<file path="src/rtl/sha256c_pkg.sv">
`timescale 1ns / 1ps
// ----------------------------------------------------------------------------
// SHA-256 compression: shared package
// Word and control types, sequencer states, round constants and the
// sigma functions of the SHA-256 round and message schedule.
// ----------------------------------------------------------------------------
package sha256c_pkg;

	// Fixed word geometry of SHA-256.
	localparam int WORD_W      = 32;
	localparam int CHAIN_WORDS = 8;
	localparam int BLOCK_WORDS = 16;
	localparam int CIDX_W      = $clog2(CHAIN_WORDS);
	localparam int MIDX_W      = $clog2(BLOCK_WORDS);
	localparam int KIDX_W      = 6;
	localparam int ROUNDS_DEF  = 64;

	// Message schedule taps relative to the current word.
	localparam int TAP_S0 = 1;
	localparam int TAP_W9 = 9;
	localparam int TAP_S1 = 14;

	typedef logic [WORD_W-1:0] word_t;

	// Control from the sequencer to the message schedule.
	typedef struct packed {
		logic load;
		logic step;
	} sched_ctrl_t;

	typedef enum logic [2:0] {
		ST_IDLE,
		ST_PREP,
		ST_ROUND,
		ST_FINAL,
		ST_OUT
	} state_t;

	localparam word_t ROUND_K [1 << KIDX_W] = '{
		32'h428a2f98, 32'h71374491, 32'hb5c0fbcf, 32'he9b5dba5,
		32'h3956c25b, 32'h59f111f1, 32'h923f82a4, 32'hab1c5ed5,
		32'hd807aa98, 32'h12835b01, 32'h243185be, 32'h550c7dc3,
		32'h72be5d74, 32'h80deb1fe, 32'h9bdc06a7, 32'hc19bf174,
		32'he49b69c1, 32'hefbe4786, 32'h0fc19dc6, 32'h240ca1cc,
		32'h2de92c6f, 32'h4a7484aa, 32'h5cb0a9dc, 32'h76f988da,
		32'h983e5152, 32'ha831c66d, 32'hb00327c8, 32'hbf597fc7,
		32'hc6e00bf3, 32'hd5a79147, 32'h06ca6351, 32'h14292967,
		32'h27b70a85, 32'h2e1b2138, 32'h4d2c6dfc, 32'h53380d13,
		32'h650a7354, 32'h766a0abb, 32'h81c2c92e, 32'h92722c85,
		32'ha2bfe8a1, 32'ha81a664b, 32'hc24b8b70, 32'hc76c51a3,
		32'hd192e819, 32'hd6990624, 32'hf40e3585, 32'h106aa070,
		32'h19a4c116, 32'h1e376c08, 32'h2748774c, 32'h34b0bcb5,
		32'h391c0cb3, 32'h4ed8aa4a, 32'h5b9cca4f, 32'h682e6ff3,
		32'h748f82ee, 32'h78a5636f, 32'h84c87814, 32'h8cc70208,
		32'h90befffa, 32'ha4506ceb, 32'hbef9a3f7, 32'hc67178f2
	};

	function automatic word_t rotr(input word_t x, input int n);
		return (x >> n) | (x << (WORD_W - n));
	endfunction

	function automatic word_t big_sigma0(input word_t x);
		return rotr(x, 2) ^ rotr(x, 13) ^ rotr(x, 22);
	endfunction

	function automatic word_t big_sigma1(input word_t x);
		return rotr(x, 6) ^ rotr(x, 11) ^ rotr(x, 25);
	endfunction

	function automatic word_t small_sigma0(input word_t x);
		return rotr(x, 7) ^ rotr(x, 18) ^ (x >> 3);
	endfunction

	function automatic word_t small_sigma1(input word_t x);
		return rotr(x, 17) ^ rotr(x, 19) ^ (x >> 10);
	endfunction

endpackage

</file>
<file path="src/rtl/sha256c_sched.sv">
`timescale 1ns / 1ps
// ----------------------------------------------------------------------------
// SHA-256 compression: message schedule
// Sixteen-word shift line. Message words shift in at the tail while a block
// is gathered; during the rounds each step shifts in the next expanded word.
// ----------------------------------------------------------------------------
module sha256c_sched (
	input  logic                      clk,
	input  sha256c_pkg::sched_ctrl_t  ctrl,
	input  sha256c_pkg::word_t        load_word,
	output sha256c_pkg::word_t        w_cur,
	output sha256c_pkg::word_t        w_next
);
	import sha256c_pkg::*;

	word_t w_q [BLOCK_WORDS];
	word_t exp_word;
	word_t shift_in;

	// Next schedule word from the fixed taps of the line.
	always_comb begin
		exp_word = w_q[0] + small_sigma0(w_q[TAP_S0]) + w_q[TAP_W9]
			+ small_sigma1(w_q[TAP_S1]);
		shift_in = ctrl.load ? load_word : exp_word;
	end

	// The line moves one place on a load or a round step.
	always_ff @(posedge clk) begin
		if (ctrl.load || ctrl.step) begin
			for (int i = 0; i < BLOCK_WORDS - 1; i++) begin
				w_q[i] <= w_q[i + 1];
			end
			w_q[BLOCK_WORDS - 1] <= shift_in;
		end
	end

	assign w_cur  = w_q[0];
	assign w_next = w_q[1];

endmodule

</file>
<file path="src/rtl/sha256_compression.sv">
`timescale 1ns / 1ps
// Chaining and message items are taken only while idle. The sixteenth message
// word starts a compression: a setup state, one round per cycle on the shared
// round adder, then the chaining add, followed by eight digest items, one per
// cycle when the output is not stalled.
// Input stall stays high from the sixteenth word until the last digest item.
// Reset clears the sequencer and counters; chaining words hold no reset value.
// ----------------------------------------------------------------------------
// SHA-256 compression: top level
// Gathers chaining and message words, runs the rounds under a small
// sequencer and delivers the updated chaining value word by word.
// ----------------------------------------------------------------------------
module sha256_compression #(
	parameter int ROUNDS = sha256c_pkg::ROUNDS_DEF
) (
	input  logic                       clk,
	input  logic                       arst_n,
	input  logic                       in_valid,
	output logic                       in_stall,
	input  logic                       cmd,
	input  sha256c_pkg::word_t         data_word,
	output logic                       out_valid,
	input  logic                       out_stall,
	output sha256c_pkg::word_t         digest_word,
	output logic [sha256c_pkg::CIDX_W-1:0] word_index,
	output logic                       last_word
);
	import sha256c_pkg::*;

	localparam int RW = $clog2(ROUNDS);
	localparam logic [RW-1:0]     LAST_ROUND = RW'(ROUNDS - 1);
	localparam logic [MIDX_W-1:0] LAST_MSG   = MIDX_W'(BLOCK_WORDS - 1);
	localparam logic [CIDX_W-1:0] LAST_IDX   = CIDX_W'(CHAIN_WORDS - 1);

	state_t              state_q, state_d;
	logic [MIDX_W-1:0]   msg_cnt_q;
	logic [CIDX_W-1:0]   load_idx_q;
	logic [CIDX_W-1:0]   out_idx_q;
	logic [RW-1:0]       round_q;
	word_t               chain_q [CHAIN_WORDS];
	word_t               v_q [CHAIN_WORDS];
	word_t               kw_q;
	logic                in_acc;
	logic                out_acc;
	sched_ctrl_t         sched_ctrl;
	word_t               w_cur, w_next;
	logic [KIDX_W-1:0]   k_next_idx;
	word_t               t1, t2;

	sha256c_sched u_sched (
		.clk       (clk),
		.ctrl      (sched_ctrl),
		.load_word (data_word),
		.w_cur     (w_cur),
		.w_next    (w_next)
	);

	assign in_acc  = in_valid && !in_stall;
	assign out_acc = out_valid && !out_stall;

	// Sequencer: next state and handshake outputs.
	always_comb begin
		state_d         = state_q;
		in_stall        = 1'b1;
		out_valid       = 1'b0;
		sched_ctrl.load = 1'b0;
		sched_ctrl.step = 1'b0;
		unique case (state_q)
			ST_IDLE: begin
				in_stall        = 1'b0;
				sched_ctrl.load = in_valid && !cmd;
				if (in_valid && !cmd && msg_cnt_q == LAST_MSG) begin
					state_d = ST_PREP;
				end
			end
			ST_PREP: begin
				state_d = ST_ROUND;
			end
			ST_ROUND: begin
				sched_ctrl.step = 1'b1;
				if (round_q == LAST_ROUND) begin
					state_d = ST_FINAL;
				end
			end
			ST_FINAL: begin
				state_d = ST_OUT;
			end
			ST_OUT: begin
				out_valid = 1'b1;
				if (!out_stall && out_idx_q == LAST_IDX) begin
					state_d = ST_IDLE;
				end
			end
			default: begin
				state_d = ST_IDLE;
			end
		endcase
	end

	always_ff @(posedge clk or negedge arst_n) begin
		if (!arst_n) begin
			state_q <= ST_IDLE;
		end else begin
			state_q <= state_d;
		end
	end

	// Counters for message words, chaining loads, rounds and output words.
	always_ff @(posedge clk or negedge arst_n) begin
		if (!arst_n) begin
			msg_cnt_q  <= '0;
			load_idx_q <= '0;
			out_idx_q  <= '0;
			round_q    <= '0;
		end else begin
			if (in_acc && !cmd) begin
				msg_cnt_q <= msg_cnt_q + 1'b1;
			end
			if (in_acc && cmd) begin
				load_idx_q <= load_idx_q + 1'b1;
			end
			if (state_q == ST_PREP) begin
				round_q <= '0;
			end else if (state_q == ST_ROUND) begin
				round_q <= round_q + 1'b1;
			end
			if (state_q == ST_FINAL) begin
				out_idx_q <= '0;
			end else if (out_acc) begin
				out_idx_q <= out_idx_q + 1'b1;
			end
		end
	end

	// Round function on the working variables a..h.
	always_comb begin
		t1 = v_q[7] + big_sigma1(v_q[4]) + (v_q[6] ^ (v_q[4] & (v_q[5] ^ v_q[6])))
			+ kw_q;
		t2 = big_sigma0(v_q[0]) + ((v_q[0] & v_q[1]) | (v_q[2] & (v_q[0] | v_q[1])));
		k_next_idx = round_q[KIDX_W-1:0] + 1'b1;
	end

	// Chaining value, working variables and the constant-plus-word register.
	always_ff @(posedge clk) begin
		if (in_acc && cmd) begin
			chain_q[load_idx_q] <= data_word;
		end
		unique case (state_q)
			ST_PREP: begin
				for (int i = 0; i < CHAIN_WORDS; i++) begin
					v_q[i] <= chain_q[i];
				end
				kw_q <= ROUND_K[0] + w_cur;
			end
			ST_ROUND: begin
				v_q[7] <= v_q[6];
				v_q[6] <= v_q[5];
				v_q[5] <= v_q[4];
				v_q[4] <= v_q[3] + t1;
				v_q[3] <= v_q[2];
				v_q[2] <= v_q[1];
				v_q[1] <= v_q[0];
				v_q[0] <= t1 + t2;
				kw_q   <= ROUND_K[k_next_idx] + w_next;
			end
			ST_FINAL: begin
				for (int i = 0; i < CHAIN_WORDS; i++) begin
					chain_q[i] <= chain_q[i] + v_q[i];
				end
			end
			default: begin
			end
		endcase
	end

	// Output item taken straight from the updated chaining value.
	assign digest_word = chain_q[out_idx_q];
	assign word_index  = out_idx_q;
	assign last_word   = (out_idx_q == LAST_IDX);

endmodule
</file>
<file path="config.mk">
export PLATFORM = sky130hd
export DESIGN_NAME = sha256_compression
export DESIGN_NICKNAME = d
export VERILOG_FILES = /design/src/rtl/sha256c_pkg.sv /design/src/rtl/sha256c_sched.sv /design/src/rtl/sha256_compression.sv
export SDC_FILE = /design/constraint.sdc
export NUM_CORES = 2
export LEC_CHECK = 0
export ABC_AREA = 1
export ABC_CLOCK_PERIOD_IN_PS = 14700
export BUFFER_PORTS_ARGS = -buffer_cell sky130_fd_sc_hd__buf_2
export CAP_MARGIN = 20
export CORE_AREA = 2 2 508 510
export DETAILED_ROUTE_END_ITERATION = 8
export DIE_AREA = 0 0 510 512
export GPL_ROUTABILITY_DRIVEN = 0
export PLACE_DENSITY = 0.48
export SLEW_MARGIN = 20
export SYNTH_ARGS = -nofsm -noshare
export SYNTH_HDL_FRONTEND = slang
export SYNTH_HIERARCHICAL = 1
export SYNTH_SLANG_ARGS = --single-unit
</file>
<file path="constraint.sdc">
create_clock -name clk -period 14.7 [get_ports clk]
set_input_delay 2.94 -clock clk [delete_from_list [all_inputs] [get_ports clk]]
set_output_delay 2.94 -clock clk [all_outputs]
set_load 0.01 [all_outputs]
</file>
Word level (Yosys, flattened, before mapping)
Memories as Yosys holds them, arrays and structs flattened.
Cells that the tools add are included.
- register bits after elaboration: 51
- memory bits (writable): 1024
- ROM bits: 2048
- output and inout port bits: 38
- word-level logic and storage cells: 129
- memories: 4
- $add $sub $neg: 23
- order comparisons: 1
- equality and inequality tests: 10
- mux-type cells: 36
- bitwise gates (word level): 34
- reduce and logical (&&, ||, !) cells: 15
- memory list (memory ; words ; bits a word ; rd ports ; clocked after Yosys merged registers in ; wr ports ; line ; source):
    (name not given) ; 64 ; 32 ; 1 ; 0 ; 0 ; sha256_compression.sv:164 ; kw_q <= ROUND_K[k_next_idx] + w_next;
    u_sched.w_q ; 16 ; 32 ; 16 ; 0 ; 16 ; sha256c_sched.sv:16 ; word_t w_q [BLOCK_WORDS];
    chain_q ; 8 ; 32 ; 9 ; 0 ; 8 ; sha256_compression.sv:40 ; word_t chain_q [CHAIN_WORDS];
    v_q ; 8 ; 32 ; 8 ; 0 ; 8 ; sha256_compression.sv:41 ; word_t v_q [CHAIN_WORDS];
- operators by type and width (cell ; number):
    adder 32 bit ; 18
    two-way mux 32 bit ; 12
    bitwise XOR 32 bit ; 8
    bitwise AND 32 bit ; 3
    OR 32 bit ; 2
    case mux 32 bit (2 select lines) ; 1
    adder 31 x 32 -> 32 bit, first input constant ; 1
    OR 10 x 32 -> 32 bit ; 1
    OR 13 x 32 -> 32 bit ; 1
    OR 14 x 32 -> 32 bit ; 1
    OR 15 x 32 -> 32 bit ; 1
    OR 19 x 32 -> 32 bit ; 1
    OR 21 x 32 -> 32 bit ; 1
    OR 25 x 32 -> 32 bit ; 1
    OR 26 x 32 -> 32 bit ; 1
    OR 30 x 32 -> 32 bit ; 1
    OR 7 x 32 -> 32 bit ; 1
    OR reduction 32 bit ; 1
    bitwise XOR 32 x 22 -> 32 bit ; 1
    bitwise XOR 32 x 29 -> 32 bit ; 1
    two-way mux 3 bit ; 6
    case mux 3 bit (5 select lines) ; 1
    two-way mux 1 bit ; 14
    two-way mux 6 bit ; 2
    other kinds (19) ; 38

Depth between registers and ports, before layout
- depth after elaboration: 8
- gate-level depth with buffers: 35

By module
The synthesis kept the hierarchy.
- modules (own cells, without submodules) (module ; instances ; cells an instance ; area each (um2) ; sequential area each (um2)):
    sha256_compression ; 1 ; 7756 ; 54860.1 ; 16811.1
    sha256c_sched ; 1 ; 1503 ; 21465.6 ; 15374.7

Worst setup path after synthesis
OpenSTA, ideal clock, no wires.
- kind: input to register
- from: in in_valid
- to: mem u_sched/w_q[0][0] (netlist name) (enable)
- arrival: 10060 ps
- setup slack: 3973 ps
- cell stages on the path: 5
- cells stage by stage: inv_1 nor3_1 clkbuf_1 clkbuf_1 or2_2
- RTL lines (what ; line ; source):
    from (decl) ; sha256_compression.sv:18 ; input logic in_valid,
    to (decl) ; sha256c_sched.sv:16 ;

Final worst setup path
- from: reg out_idx_q[0] (netlist: word_index[0])
- to: out digest_word[3]
- longest elaborated chain between the ends: 1
- ends and longest elaborated chain (what ; line ; source):
    from (decl) ; sha256_compression.sv:38 ; logic [CIDX_W-1:0] out_idx_q;
    from (signal assigned) ; sha256_compression.sv:130 ; out_idx_q <= out_idx_q + 1'b1;
    memory read (8 x 32 bit) ; n/a ;
    to (decl) ; sha256_compression.sv:24 ; output sha256c_pkg::word_t digest_word,
No other way between the ends.

==> flow_summary.json <==
{
  "post_drt_wl_per_cell_um": 26.8,
  "die_area_sq_um": 261000,
  "die_w_um": 510,
  "antenna_found_initial": 29,
  "post_cts_buffers": 0,
  "start_util": 0.298,
  "reg2reg_to": "v_q[0][31]",
  "synthesis.nets": 9887,
  "hold_path_class": "reg2reg",
  "grt_pass1_wl_mm": 472,
  "drt_iter0_drc": 11029,
  "syn_inst": 9259,
  "post-route-period-util": 0.497,
  "port_buffers": 74,
  "cts_buffer_depth": 3,
  "dp_cells": 12450,
  "synth-edff-count": 1056,
  "end_kind": "output pin",
  "ys.flop_type": "edfxtp_1",
  "setup.worst_path.end": "digest_word[3]",
  "cts_buffers": 116,
  "grt_max_degree": 198,
  "clk_pin_slew_worst_paths_ns": 0.06,
  "setup_viol": 0,
  "critPathLaunchType": "register",
  "dp_slack_ns": 8.04,
  "slew_headroom": 0.178,
  "via_per_inst": 5.48,
  "crit_required_ns": 11.76,
  "drt-total-wl_mm": 340,
  "setup_ws_ns": 7.39,
  "grt_overflow": 0,
  "synthArstFlopShare": 0.0177,
  "drt-pass1-iter-count": 7,
  "nets": 9813,
  "hold_violations": 0,
  "cp_max_fo": 78,
  "max_freq_ghz": 0.137,
  "area_growth_syn_to_layout_pct": 9.96,
  "tns_ns": 0,
  "ant_nets": 0,
  "cts_resized": 0,
  "worstSetupStartpoint": "word_index[0]",
  "cts_sinks": 1075,
  "status": "finished, final reports clean",
  "drv_cap": 0,
  "fin_worst_skew_ns": 0.0549,
  "clock_latency_ns": 0.80,
  "worstMarginPinSlew_ns": 1.23,
  "fin_cells": 12695,
  "rows": 186,
  "r2r-start": "v_q[4][24]",
  "final_layout_size_suffix_gt1_frac": 0.0442,
  "avgSynthCellArea_sq_um": 8.24,
  "drcViolationCount": 0,
  "yosysUniqueCellTypes": 63,
  "ys_seq_area_frac": 0.422,
  "ff2ff_setup_slack_ns": 7.77,
  "grt_pass1_vias": 62863,
  "hpwl_mm": 265,
  "period_needed_ns": 7.31,
  "syn_area_sq_um": 76300,
  "ys_seq_elements": 1075,
  "slew_viol_final": 0,
  "grt.total_usage": 0.253,
  "vias": 69559,
  "crit_arrival_ns": 4.37,
  "rsz0062_at_grt": "no",
  "rr_worst_depth": 25,
  "die_y_um": 512,
  "cts_tree": "done",
  "io_pins": 75,
  "clockRootBuffer": "clkbuf_16",
  "yosys_warnings": 6,
  "hp-start": "u_sched/w_q[0][93]",
  "crit_type": "reg2out",
  "cts_max_level": 3,
  "coreArea_sq_um": 256000,
  "ctsHoldBuffers": 0
}
[cells in the final DEF (no fill, tap or decap), types with 26 or more instances in the layout]
cell	Yosys	layout
nand2_2	11	30
edfxtp_1	1056	1056
maj3_1	28	28
or2_2	35	34
xnor2_1	205	205
nor2_1	729	729
fa_1	166	166
diode_2	0	26
nand3_1	452	452
o21bai_1	42	42
nand3b_1	28	28
clkbuf_1	189	36
clkbuf_16	0	116
buf_2	51	74
ha_1	425	425
a21oi_1	654	654
o22ai_1	26	26
o21ai_1	38	39
nand2_1	2199	2178
buf_4	71	50
nand4_1	101	101
o211ai_1	71	71
o21ai_0	854	851
inv_1	1251	1249
nor3_1	78	76
xor2_1	165	165
o21a_1	42	42
a31oi_1	83	83
a21o_1	56	56
[logic make-up after synthesis]
family	Yosys count	share of synthesized area
compound gates	1937	0.139
xor+xnor	371	0.0428
fa+ha+maj	619	0.117
buf+inv	1585	0.0824
flops	1075	0.422
mux	1	0.000148
simple gates	3671	0.197
[critical path, cell delays in order (launching register included)]
cell and delay [ns]:
dfrtp_4 0.46, buf_4 0.63, buf_4 0.77, buf_4 0.60
o21ai_0 0.16, a31oi_1 0.49, buf_2 0.33
[flip-flops by register name (all words and copies together), names as in the netlist]
register,count
chain_q,256
kw_q,32
load_idx_q,3
msg_cnt_q,4
round_q,6
state_q,3
u_sched/w_q,512
v_q,256
word_index,3
[metal layers]
| layer | track usage | routed length [um] | up-vias |
|---|---|---|---|
| met4 | 0.102 | 15300 | 22 |
| met5 | 0 | 292 | - |
| met3 | 0.0826 | 46900 | 619 |
| li1 | - | - | 30936 |
| met1 | 0.368 | 145000 | 33453 |
| met2 | 0.338 | 132000 | 4529 |
[synth_stat cells, types with 6 or more instances]
master	instances	area share
nand2_1	2199	0.11
o21ai_2	6	0.00069
a21boi_0	8	0.00079
o21a_1	42	0.0041
o31ai_1	17	0.0017
buf_4	71	0.0070
o221ai_1	10	0.0011
buf_1	8	0.00039
o2111ai_1	6	0.00069
o21ai_1	38	0.0025
nor3_1	78	0.0051
nand3_1	452	0.030
nor2_1	729	0.036
xor2_1	165	0.019
o22ai_1	26	0.0021
a31oi_1	83	0.0068
a21oi_1	654	0.043
or2_2	35	0.0029
dfrtp_1	19	0.0062
nand4_1	101	0.0083
inv_2	11	0.00054
buf_2	51	0.0033
xnor2_1	205	0.024
clkbuf_1	189	0.0093
inv_1	1251	0.062
a21o_1	56	0.0055
ha_1	425	0.070
maj3_1	28	0.0037
nand2_2	11	0.00090
fa_1	166	0.044
o211ai_1	71	0.0070
nand3b_1	28	0.0028
o21bai_1	42	0.0041
edfxtp_1	1056	0.42
o21ai_0	854	0.056
[stage by stage]
stage,hold WS [ns],util,cell area [sq um]
after floorplan,0.400,-,76300
after global placement,0.400,0.313,80000
after detailed placement,0.405,0.313,80000
after CTS,0.412,0.328,83900
after global routing,0.418,0.328,83900
final,0.412,0.328,83900
[worst min path at each step]
stage                                to  cells after the start
floorplan           u_sched/w_q[0][100]                      0
global placement     u_sched/w_q[1][60]                      0
detailed placement  u_sched/w_q[0][117]                      0
CTS                  u_sched/w_q[0][61]                      0
global route        u_sched/w_q[0][143]                      0
finish               u_sched/w_q[0][61]                      0
[layout make-up]
type / instances / area (sq um)
fill: 26723 / 172000
sequential: 1075 / 32200
antenna: 26 / 65.1
inverter: 1265 / 4760
multi-input combinational: 6599 / 38000
timing repair buffer: 128 / 826
clock buffer: 155 / 3080
tap: 3384 / 4230
clock inverter: 63 / 743
Power is not shown: default switching activity piles up to over one toggle a cycle in this logic, so the estimate is an artifact.
